### config.mk
export PLATFORM = sky130hd
export DESIGN_NAME = alu_booth_multiply_restoring_divide
export DESIGN_NICKNAME = d
export VERILOG_FILES = /design/src/design/abmrd_pkg.sv /design/src/design/abmrd_ctrl.sv /design/src/design/abmrd_dp.sv /design/src/design/alu_booth_multiply_restoring_divide.sv
export SDC_FILE = /design/constraint.sdc
export NUM_CORES = 1
export LEC_CHECK = 0
export BUFFER_PORTS_ARGS = -buffer_cell sky130_fd_sc_hd__buf_4
export CORE_MARGIN = 5
export CORE_UTILIZATION = 50
export DETAILED_ROUTE_END_ITERATION = 7
export PLACE_DENSITY = 0.69
export RECOVER_POWER = 50
export SYNTH_ARGS = -nofsm -noshare
export SYNTH_HDL_FRONTEND = slang
export SYNTH_SLANG_ARGS = --single-unit
### constraint.sdc
create_clock -name clock -period 15.4 [get_ports clock]
set_input_delay 0.77 -clock clock [delete_from_list [all_inputs] [get_ports clock]]
set_output_delay 0.77 -clock clock [all_outputs]
set_load 0.01 [all_outputs]
### src/design/abmrd_pkg.sv
package abmrd_pkg;

   // default operand width
   localparam int ABMRD_WIDTH = 32;

   // operation select codes
   typedef enum logic [1:0] {
      FUNC_ADD = 2'd0,
      FUNC_SUB = 2'd1,
      FUNC_MUL = 2'd2,
      FUNC_DIV = 2'd3
   } func_type;

   // controller states
   typedef enum logic [1:0] {
      ST_IDLE,
      ST_RUN,
      ST_FINISH
   } state_type;

   // commands from controller to datapath
   typedef struct packed {
      logic load;
      logic step;
      logic capture;
   } dp_cmd_type;

endpackage

### src/design/abmrd_ctrl.sv
module abmrd_ctrl
   import abmrd_pkg::*;
#(
   parameter int WIDTH = ABMRD_WIDTH
) (
   input  logic       clock,
   input  logic       reset,
   input  logic       req_valid,
   output logic       req_ready,
   input  logic [1:0] req_func,
   output logic       rsp_valid,
   input  logic       rsp_ready,
   output dp_cmd_type cmd
);

   localparam int CW = (WIDTH > 1) ? $clog2(WIDTH) : 1;
   localparam logic [CW-1:0] LAST_STEP = CW'(WIDTH - 1);

   state_type     state_ff, state_in;
   logic [CW-1:0] cnt_ff, cnt_in;
   logic          rsp_valid_ff, rsp_valid_in;
   logic          accept;
   logic          slot_free;
   logic          iterative;

   assign accept    = req_valid && (state_ff == ST_IDLE);
   assign slot_free = !rsp_valid_ff || rsp_ready;
   assign iterative = (func_type'(req_func) == FUNC_MUL) || (func_type'(req_func) == FUNC_DIV);

   // next state
   always_comb begin
      state_in = state_ff;
      unique case (state_ff)
         ST_IDLE: begin
            if (accept) begin
               state_in = iterative ? ST_RUN : ST_FINISH;
            end
         end
         ST_RUN: begin
            if (cnt_ff == LAST_STEP) begin
               state_in = ST_FINISH;
            end
         end
         ST_FINISH: begin
            if (slot_free) begin
               state_in = ST_IDLE;
            end
         end
         default: state_in = ST_IDLE;
      endcase
   end

   // outputs and commands
   always_comb begin
      req_ready   = 1'b0;
      cmd.load    = 1'b0;
      cmd.step    = 1'b0;
      cmd.capture = 1'b0;
      unique case (state_ff)
         ST_IDLE: begin
            req_ready = 1'b1;
            cmd.load  = req_valid;
         end
         ST_RUN: begin
            cmd.step = 1'b1;
         end
         ST_FINISH: begin
            cmd.capture = slot_free;
         end
         default: ;
      endcase
   end

   // step counter
   always_comb begin
      if (state_ff == ST_RUN) begin
         cnt_in = cnt_ff + CW'(1);
      end else begin
         cnt_in = '0;
      end
   end

   // result valid flag
   always_comb begin
      rsp_valid_in = rsp_valid_ff;
      if (cmd.capture) begin
         rsp_valid_in = 1'b1;
      end else if (rsp_ready) begin
         rsp_valid_in = 1'b0;
      end
   end

   always_ff @(posedge clock) begin
      if (reset) begin
         state_ff     <= ST_IDLE;
         cnt_ff       <= '0;
         rsp_valid_ff <= 1'b0;
      end else begin
         state_ff     <= state_in;
         cnt_ff       <= cnt_in;
         rsp_valid_ff <= rsp_valid_in;
      end
   end

   assign rsp_valid = rsp_valid_ff;

endmodule

### src/design/abmrd_dp.sv
module abmrd_dp
   import abmrd_pkg::*;
#(
   parameter int WIDTH = ABMRD_WIDTH
) (
   input  logic             clock,
   input  dp_cmd_type       cmd,
   input  logic [1:0]       req_func,
   input  logic [WIDTH-1:0] req_operand_a,
   input  logic [WIDTH-1:0] req_operand_b,
   output logic [WIDTH-1:0] rsp_result_low,
   output logic [WIDTH-1:0] rsp_result_high,
   output logic             rsp_carry_flag,
   output logic             rsp_overflow_flag,
   output logic             rsp_sign_flag,
   output logic             rsp_zero_flag,
   output logic             rsp_divide_by_zero
);

   // working registers
   func_type         func_ff;
   logic [WIDTH-1:0] acc_ff, acc_in;
   logic [WIDTH-1:0] q_ff, q_in;
   logic [WIDTH-1:0] b_ff;
   logic [WIDTH-1:0] rmask_ff;
   logic             qm1_ff, qm1_in;
   logic             pre_ff;
   logic             addmode_ff;

   // output registers
   logic [WIDTH-1:0] lo_ff, lo_in;
   logic [WIDTH-1:0] hi_ff, hi_in;
   logic             c_ff, c_in;
   logic             v_ff, v_in;
   logic             s_ff, s_in;
   logic             z_ff, z_in;
   logic             dz_ff, dz_in;

   // step datapath signals
   logic [WIDTH-1:0] acc_sh;
   logic [WIDTH-1:0] q_sh;
   logic [WIDTH-1:0] add_x;
   logic [WIDTH-1:0] add_y;
   logic [WIDTH-1:0] add_sum;
   logic             do_sub;
   logic             do_op;
   logic             div_ok;

   // finish signals
   logic [WIDTH-1:0] opb;
   logic [WIDTH:0]   as_sum;
   logic             as_cin;
   logic [WIDTH-1:0] quot;

   // shared add/subtract for one booth or restoring step
   always_comb begin
      acc_sh = {acc_ff[WIDTH-2:0], q_ff[WIDTH-1]};
      q_sh   = {q_ff[WIDTH-2:0], 1'b0};
      if (func_ff == FUNC_MUL) begin
         add_x  = acc_ff;
         do_sub = q_ff[0] && !qm1_ff;
         do_op  = q_ff[0] != qm1_ff;
      end else begin
         add_x  = acc_sh;
         do_sub = !addmode_ff;
         do_op  = 1'b1;
      end
      add_y   = do_sub ? ~b_ff : b_ff;
      add_sum = add_x + add_y + {{(WIDTH-1){1'b0}}, do_sub};
      div_ok  = (add_sum[WIDTH-1] == pre_ff)
                || ((add_sum == '0) && ((q_sh & rmask_ff) == '0));
   end

   // next working state
   always_comb begin
      acc_in = acc_ff;
      q_in   = q_ff;
      qm1_in = qm1_ff;
      if (func_ff == FUNC_MUL) begin
         if (do_op) begin
            acc_in = {add_sum[WIDTH-1], add_sum[WIDTH-1:1]};
            q_in   = {add_sum[0], q_ff[WIDTH-1:1]};
         end else begin
            acc_in = {acc_ff[WIDTH-1], acc_ff[WIDTH-1:1]};
            q_in   = {acc_ff[0], q_ff[WIDTH-1:1]};
         end
         qm1_in = q_ff[0];
      end else begin
         acc_in = div_ok ? add_sum : acc_sh;
         q_in   = {q_sh[WIDTH-1:1], div_ok};
      end
   end

   always_ff @(posedge clock) begin
      if (cmd.load) begin
         func_ff    <= func_type'(req_func);
         q_ff       <= req_operand_a;
         b_ff       <= req_operand_b;
         acc_ff     <= (func_type'(req_func) == FUNC_DIV) ? {WIDTH{req_operand_a[WIDTH-1]}}
                                                          : '0;
         qm1_ff     <= 1'b0;
         rmask_ff   <= {{(WIDTH-1){1'b1}}, 1'b0};
         pre_ff     <= req_operand_a[WIDTH-1];
         addmode_ff <= req_operand_b[WIDTH-1] != req_operand_a[WIDTH-1];
      end else if (cmd.step) begin
         acc_ff   <= acc_in;
         q_ff     <= q_in;
         qm1_ff   <= qm1_in;
         rmask_ff <= {rmask_ff[WIDTH-2:0], 1'b0};
      end
   end

   // result formation
   always_comb begin
      opb    = (func_ff == FUNC_SUB) ? (~b_ff + {{(WIDTH-1){1'b0}}, 1'b1}) : b_ff;
      as_sum = {1'b0, q_ff} + {1'b0, opb};
      as_cin = as_sum[WIDTH-1] ^ q_ff[WIDTH-1] ^ opb[WIDTH-1];
      quot   = addmode_ff ? (~q_ff + {{(WIDTH-1){1'b0}}, 1'b1}) : q_ff;
      lo_in  = '0;
      hi_in  = '0;
      c_in   = 1'b0;
      v_in   = 1'b0;
      s_in   = 1'b0;
      z_in   = 1'b0;
      dz_in  = 1'b0;
      unique case (func_ff)
         FUNC_ADD, FUNC_SUB: begin
            lo_in = as_sum[WIDTH-1:0];
            c_in  = as_sum[WIDTH];
            v_in  = as_sum[WIDTH] ^ as_cin;
            s_in  = as_sum[WIDTH-1];
            z_in  = as_sum[WIDTH-1:0] == '0;
         end
         FUNC_MUL: begin
            lo_in = q_ff;
            hi_in = acc_ff;
            s_in  = acc_ff[WIDTH-1];
            z_in  = (acc_ff == '0) && (q_ff == '0);
         end
         FUNC_DIV: begin
            if (b_ff == '0) begin
               dz_in = 1'b1;
            end else begin
               lo_in = quot;
               hi_in = acc_ff;
            end
         end
         default: ;
      endcase
   end

   always_ff @(posedge clock) begin
      if (cmd.capture) begin
         lo_ff <= lo_in;
         hi_ff <= hi_in;
         c_ff  <= c_in;
         v_ff  <= v_in;
         s_ff  <= s_in;
         z_ff  <= z_in;
         dz_ff <= dz_in;
      end
   end

   assign rsp_result_low     = lo_ff;
   assign rsp_result_high    = hi_ff;
   assign rsp_carry_flag     = c_ff;
   assign rsp_overflow_flag  = v_ff;
   assign rsp_sign_flag      = s_ff;
   assign rsp_zero_flag      = z_ff;
   assign rsp_divide_by_zero = dz_ff;

endmodule

### src/design/alu_booth_multiply_restoring_divide.sv
// Signed ALU: add, subtract, Booth radix-2 multiply and restoring divide on
// WIDTH-bit operands, one item at a time. Add and subtract go from acceptance
// straight to the finish state and load the result register there; multiply
// and divide pass through the run state first, where the single shared adder
// performs one Booth or restoring step per cycle. The result sits in an output
// register, so a new item is accepted while the previous result still waits
// to be taken; that item then holds in its last cycle until the output
// register is free.
module alu_booth_multiply_restoring_divide
   import abmrd_pkg::*;
#(
   parameter int WIDTH = ABMRD_WIDTH
) (
   input  logic             clock,
   input  logic             reset,
   input  logic             req_valid,
   output logic             req_ready,
   input  logic [1:0]       req_func,
   input  logic [WIDTH-1:0] req_operand_a,
   input  logic [WIDTH-1:0] req_operand_b,
   output logic             rsp_valid,
   input  logic             rsp_ready,
   output logic [WIDTH-1:0] rsp_result_low,
   output logic [WIDTH-1:0] rsp_result_high,
   output logic             rsp_carry_flag,
   output logic             rsp_overflow_flag,
   output logic             rsp_sign_flag,
   output logic             rsp_zero_flag,
   output logic             rsp_divide_by_zero
);

   dp_cmd_type cmd;

   // sequencing
   abmrd_ctrl #(
      .WIDTH(WIDTH)
   ) u_ctrl (
      .clock    (clock),
      .reset    (reset),
      .req_valid(req_valid),
      .req_ready(req_ready),
      .req_func (req_func),
      .rsp_valid(rsp_valid),
      .rsp_ready(rsp_ready),
      .cmd      (cmd)
   );

   // arithmetic and result registers
   abmrd_dp #(
      .WIDTH(WIDTH)
   ) u_dp (
      .clock             (clock),
      .cmd               (cmd),
      .req_func          (req_func),
      .req_operand_a     (req_operand_a),
      .req_operand_b     (req_operand_b),
      .rsp_result_low    (rsp_result_low),
      .rsp_result_high   (rsp_result_high),
      .rsp_carry_flag    (rsp_carry_flag),
      .rsp_overflow_flag (rsp_overflow_flag),
      .rsp_sign_flag     (rsp_sign_flag),
      .rsp_zero_flag     (rsp_zero_flag),
      .rsp_divide_by_zero(rsp_divide_by_zero)
   );

`ifndef ASSERT_OFF
   // one item in flight: no acceptance right after another
   a_single_item: assert property (@(posedge clock) disable iff (reset)
      (req_valid && req_ready) |=> !req_ready)
      else $error("item accepted while previous item still in work");

   // a zero divisor gives zero results
   a_dz_results: assert property (@(posedge clock) disable iff (reset)
      (rsp_valid && rsp_divide_by_zero) |->
         (rsp_result_low == '0) && (rsp_result_high == '0))
      else $error("nonzero result with zero divisor");

   // a zero divisor gives no other flag
   a_dz_flags: assert property (@(posedge clock) disable iff (reset)
      (rsp_valid && rsp_divide_by_zero) |->
         !(rsp_carry_flag || rsp_overflow_flag || rsp_sign_flag || rsp_zero_flag))
      else $error("flag raised with zero divisor");
`endif

endmodule
==> impl_metrics.json, run 1 <==
{
  "htreeDepth": 1,
  "multi_input_area_um2": 8970,
  "tightest_slew_ns": 3.98,
  "crit_path_end_kind": "flip-flop",
  "antenna_found_initial": 1,
  "total_power_mw": 3.00,
  "critPathLaunchType": "flip-flop",
  "synth_top_area_frac": 0.329,
  "vias": 14300,
  "max_clock_freq_mhz": 147,
  "gp_congestion": 0.979,
  "ctsLongestPathBuffers": 3,
  "die_w_um": 186,
  "yosysWarnings": 0,
  "drv_cap": 3,
  "num-fill-cells": 2821,
  "post-route-period-util": 0.443,
  "hpwl_mm": 35.5,
  "outcome": "complete, but fails checks",
  "drive_gt1_frac": 0.0836,
  "syn_nets": 1926,
  "clock-sinks": 209,
  "slew_viol_final": 122,
  "slew_headroom": -1.65,
  "synth_area_leaders": "edfxtp_1 33%, nand2_1 7.3%, ha_1 5.6%",
  "initial_core_util": 0.505,
  "drt_wl_total_mm": 49.2,
  "syn_area_um2": 15400,
  "synth_edf_count": 169,
  "cts_resized": 0,
  "arrival_ns": 7.16,
  "ys_types": 81,
  "seqCellArea_um2": 5880,
  "grt_start_max_net_pins": 88,
  "port_buffers": 140,
  "cp_max_fo": 70,
  "rsz0062_at_grt": "false",
  "grt_pass1_wl_mm": 75.9,
  "synth_area_per_cell_um2": 8.63,
  "hp-class": "in -> reg",
  "cts_hold_buf": 0,
  "synth_flop_cell": "edfxtp_1",
  "ys_ff_latch": 209,
  "dieArea_um2": 34400,
  "peakVddDrop_mv": 0.110,
  "yosysMostFrequentCell": "nand2_1",
  "hold_violations": 0,
  "cts-buffers-inserted": 23,
  "root_buffer": "clkbuf_16",
  "io_pins": 141,
  "async_reset_ff_frac": 0,
  "skew_ns": 0.0106,
  "period_minus_slack_ns": 6.81,
  "path_clk_slew_ns": 0.07,
  "num_rows": 64,
  "p_leak_nw": 6.67,
  "worstSkewPairLatency_ns": 0.52,
  "setup_viol": 0,
  "die_h_um": 186,
  "cts_setup_buffers": 0,
  "drc_errors": 0,
  "yosys.area.top_type": "edfxtp_1",
  "setup_tns_ns": 0,
  "crit_type": "reg -> reg",
  "nNetsFinal": 2004,
  "drt_iter0_drc": 1634,
  "wl_per_cell_um": 21.6,
  "ys_seq_area_frac": 0.381,
  "power.density_nw_per_um2": 175,
  "r2r_setup_slack_ns": 8.59,
  "grt_usage": 0.278,
  "antenna_left": 0,
  "coreArea_um2": 30500,
  "synthCells": 1785,
  "violations": "capacitance limit, slew limit",
  "via_per_inst": 6.27,
  "critPathRequiredTime_ns": 15.74,
  "tritoncts": "built",
  "area_delta_synth_final_pct": 11.2,
  "drtPass1Iterations": 6,
  "synth_top_cells_by_count": "299 x nand2_1, 169 x edfxtp_1, 160 x nor2_1",
  "grt_pass1_vias": 13100,
  "overflow": 0
}
## flip-flops by register name (all words and copies together), names as in the netlist
| name | flops |
|---|---|
| u_dp.addmode_ff | 1 |
| u_dp.b_ff | 32 |
| u_ctrl.rsp_valid | 1 |
| u_dp.acc_ff | 32 |
| u_dp.rsp_sign_flag | 1 |
| u_ctrl.state_ff | 2 |
| u_dp.q_ff | 32 |
| u_dp.func_ff | 2 |
| u_dp.rsp_zero_flag | 1 |
| u_dp.rmask_ff | 31 |
| u_dp.rsp_carry_flag | 1 |
| u_dp.pre_ff | 1 |
| u_ctrl.cnt_ff | 5 |
| u_dp.rsp_overflow_flag | 1 |
| u_dp.qm1_ff | 1 |
| u_dp.rsp_divide_by_zero | 1 |
| u_dp.rsp_result_low | 32 |
| u_dp.rsp_result_high | 32 |
## critical path, stage by stage, from the launching register on
cell	delay, ns
edfxtp_1	0.32
buf_4	0.51
nand2b_2	0.11
buf_4	0.38
o21ai_4	0.22
buf_4	0.46
xnor2_1	0.12
ha_1	0.39
nor2b_1	0.19
o31a_1	0.32
a21oi_1	0.23
o21ai_0	0.29
o311a_1	0.48
or4_1	0.42
nor4_1	0.47
nor4b_2	0.34
a41o_1	0.21
buf_4	0.48
mux2_1	0.38
a221oi_1	0.25
## metrics by stage
step	hold WS [ns]	cells	utilization	area [µm²]	setup WS (ns)
floorplan	0.432	1785	-	15400	10.40
global placement	0.443	2234	0.548	16700	8.93
detailed placement	0.458	2234	0.548	16700	8.80
CTS	0.403	2275	0.572	17400	8.78
global route	0.424	2275	0.562	17100	8.19
finish	0.443	2276	0.562	17100	8.59
## cells by family (layout without fill, tap and decap cells)
| kind of cell | Yosys count | in the layout | synth area share |
|---|---|---|---|
| AND/OR/NAND/NOR | 732 | 732 | 0.220 |
| AO/OA/AOI/OAI | 456 | 456 | 0.200 |
| flip-flops | 209 | 209 | 0.381 |
| buffers and inverters | 149 | 243 | 0.0393 |
| XOR/XNOR | 113 | 113 | 0.0642 |
| adder cells (fa/ha/maj) | 71 | 71 | 0.0586 |
| multiplexers | 55 | 55 | 0.0369 |
| other | 0 | 1 | 0 |
## worst paths after layout
check,startpoint,endpoint,cells past startpoint
setup / recovery,u_dp.func_ff[1],u_dp.acc_ff[0],19
hold / removal,req_operand_b[28],u_dp.b_ff[28],1
setup reg to reg,u_dp.func_ff[1],u_dp.acc_ff[0],19
hold reg to reg,u_ctrl.cnt_ff[0],u_ctrl.cnt_ff[0],1
## per-layer routing
layer / wire length, µm / global-route usage / up-vias / share of wire
li1: - / - / 6689 / -
met1: 22000 / 0.417 / 6690 / 0.45
met2: 20700 / 0.413 / 779 / 0.42
met3: 5070 / 0.0491 / 103 / 0.10
met4: 1420 / 0.0796 / 0 / 0.029
met5: 0 / 0 / - / 0
## area by class of cell
| class | instances | area share |
|---|---|---|
| Clock buffer | 31 | 0.0359 |
| Multi-Input combinational cell | 1427 | 0.524 |
| Sequential cell | 209 | 0.343 |
| Clock inverter | 10 | 0.00650 |
| Inverter | 43 | 0.00942 |
| Timing Repair Buffer | 159 | 0.0528 |
| Antenna cell | 1 | 0.000146 |
| Tap cell | 396 | 0.0289 |
## where the power goes
| part | switching, mW | internal (mW) |
|---|---|---|
| combinational | 0.935 | 0.611 |
| sequential | 0.166 | 0.738 |
| clock | 0.233 | 0.315 |
| total | 1.33 | 1.66 |
## cell usage in the layout (no fill, tap or decap), types with 31 or more instances in the layout
cell type  netlist  final
clkbuf_4         0     31
xor2_1          36     36
nand3_1         47     47
buf_4            2     51
clkbuf_1        86     84
nand2_1        299    298
inv_1           40     40
and2_1          41     41
o21ai_0         85     85
edfxtp_1       169    169
dfxtp_1         40     40
a21oi_1        128    127
ha_1            69     68
mux2i_1         49     49
a31oi_1         44     44
nor3_1          43     42
xnor2_1         77     77
nor2_1         160    156
Power figures use the tool's default switching activity.
==> inputs of run 2 (changes only) <==
==> constraint.sdc (replaced) <==
create_clock -name clock -period 6.7 [get_ports clock]
set_input_delay 0.335 -clock clock [delete_from_list [all_inputs] [get_ports clock]]
set_output_delay 0.335 -clock clock [all_outputs]
set_load 0.01 [all_outputs]
==> run 2 against run 1 <==
  * Sequential power increased by 130%
  * Global-route usage up 0.25 points
  * Critical endpoint is now u_dp.acc_ff[1]
  * First-iteration DRC count grew 6.1%
  * Clock-buffer cell count shrank 2
  * Cell area increased by 2.7%
  * Routed wire length is 1.2% higher
  * Die area unchanged
  * Non-clock buffer count increased by 34
  * Worst hold slack lost 0.42 ns
  * The flow still finishes with violations (capacitance limit, slew limit)
  * Cell count up 1.6%
==> impl_metrics.json, run 2 (same netlist as run 1, synthesis figures left out) <==
{
  "outcome": "complete, but fails checks",
  "violations": "capacitance limit, slew limit",
  "rsz0062_at_grt": "false",
  "whs_endpoint": "u_ctrl.rsp_valid",
  "critPathLaunchType": "flip-flop",
  "root_buffer": "clkbuf_16",
  "drv_cap": 5,
  "grt_start_max_net_pins": 63,
  "area_delta_synth_final_pct": 14.3,
  "final_common_cell": "nand2_1",
  "r2r-end": "u_dp.acc_ff[1]",
  "dieArea_um2": 34400,
  "nNetsFinal": 2039,
  "utilization": 0.577,
  "die_w_um": 186,
  "critPathRequiredTime_ns": 7.04,
  "gp_congestion": 1.01,
  "slew_viol_final": 245,
  "final_cell_mix": "298 x nand2_1, 169 x edfxtp_1, 156 x nor2_1",
  "via_per_inst": 6.30,
  "overflow": 0,
  "period_minus_slack_ns": 5.97,
  "fin_area_um2": 17600,
  "grt_pass1_vias": 13600,
  "die_h_um": 186,
  "ctsLongestPathBuffers": 3,
  "dpl-instance-area_um2": 16700,
  "worstSkewPairLatency_ns": 0.54,
  "setup_tns_ns": 0,
  "r2r-start": "u_dp.func_ff[0]",
  "antenna_found_initial": 1,
  "final_cells": 2312,
  "cp_max_fo": 31,
  "dp_cells": 2235,
  "drt_iter0_drc": 1734,
  "drtPass1Iterations": 6,
  "coreArea_um2": 30500,
  "drive_gt1_frac": 0.0825,
  "peakVddDrop_mv": 0.304,
  "min_from": "reset",
  "hold_violations": 0,
  "initial_core_util": 0.505,
  "grt_usage": 0.281,
  "r2r_setup_slack_ns": 0.73,
  "arrival_ns": 6.32,
  "crit_path_end_kind": "flip-flop",
  "crit_type": "reg -> reg",
  "wl_per_cell_um": 21.5,
  "vias": 14600,
  "cts-buffers-inserted": 24,
  "path_clk_slew_ns": 0.06,
  "num-fill-cells": 2766,
  "power.density_nw_per_um2": 401,
  "htreeDepth": 1,
  "hold_depth": 2,
  "setup_viol": 0,
  "skew_ns": 0.0124,
  "tightest_slew_ns": 3.66,
  "drt_wl_total_mm": 49.8,
  "port_buffers": 140,
  "slew_headroom": -1.44,
  "hpwl_mm": 35.3,
  "drc_errors": 0,
  "num_rows": 64,
  "tritoncts": "built",
  "hp-class": "in -> reg",
  "io_pins": 141,
  "post-route-period-util": 0.892,
  "clock-sinks": 209,
  "p_leak_nw": 6.86,
  "max_clock_freq_mhz": 167,
  "rr_worst_depth": 17,
  "cts_setup_buffers": 0,
  "grt_pass1_wl_mm": 76.4,
  "antenna_left": 0,
  "diodes": 0
}
run 2: changes by cell type in the layout (fill, tap and decap cells not counted), sizes merged:
cell	before	now
buf	51	50
bufinv	2	5
clkinv	6	9
diode	1	0
dlygate4sd3	0	33
inv	43	42
run 2: worst max-delay path, stage by stage (launching register included):
cell	delay (ns)
edfxtp_1	0.38
nand2b_2	0.41
o21ai_4	0.45
buf_4	0.42
xnor2_1	0.12
ha_1	0.40
a21oi_1	0.34
o21ai_0	0.22
o21bai_1	0.24
or3_1	0.35
a221oi_1	0.28
nand4_1	0.15
nor4_1	0.47
nor4b_2	0.32
a41o_1	0.30
buf_12	0.25
mux2_1	0.35
a221oi_1	0.27
run 2: metrics by stage:
stage	total power [mW]	hold WS (ns)	setup slack, ns
6_report	7.05	0.0244	0.725
5_1_grt	7.49	0.0248	0.493
4_1_cts	7.01	0.000602	0.894
3_5_place_dp	5.56	0.451	0.899
3_3_place_gp	5.50	0.441	1.06
2_1_floorplan	4.64	0.432	1.70
run 2: final cells by class:
cell class / instances / area (µm²) / share of cell area
Sequential cell: 209 / 5880 / 0.334
Clock buffer: 29 / 629 / 0.0357
Timing Repair Buffer: 193 / 1250 / 0.0711
Inverter: 43 / 161 / 0.00917
Tap cell: 396 / 495 / 0.0281
Multi-Input combinational cell: 1427 / 8970 / 0.510
Clock inverter: 15 / 220 / 0.0125
run 2: power breakdown:
| part | switching (mW) | total (mW) | internal [mW] |
|---|---|---|---|
| sequential | 0.351 | 2.04 | 1.69 |
| combinational | 2.15 | 3.59 | 1.44 |
| clock | 0.557 | 1.42 | 0.865 |
| total | 3.06 | 7.05 | 4.00 |
run 2: timing repair:
item / CTS / global route
endpoints found under the hold margin: 33 / 0
gates resized for setup: 0 / 0
hold buffers: 33 / 0
run 2: how the worst max path moves through the flow:
stage,cells past startpoint,from,end
2_1_floorplan,18,u_dp.q_ff[0],u_dp.acc_ff[19]
3_3_place_gp,17,u_dp.b_ff[7],u_dp.rsp_zero_flag
3_5_place_dp,16,u_dp.func_ff[0],u_dp.acc_ff[1]
4_1_cts,16,u_dp.func_ff[0],u_dp.acc_ff[1]
5_1_grt,16,u_dp.func_ff[0],u_dp.acc_ff[1]
6_report,17,u_dp.func_ff[0],u_dp.acc_ff[1]
run 2: routing by layer:
| metal | track usage | vias up | part of all wire |
|---|---|---|---|
| li1 | - | 6779 | - |
| met1 | 0.406 | 6928 | 0.44 |
| met2 | 0.432 | 744 | 0.43 |
| met3 | 0.0483 | 115 | 0.097 |
| met4 | 0.0863 | 0 | 0.032 |
| met5 | 0 | - | 0 |
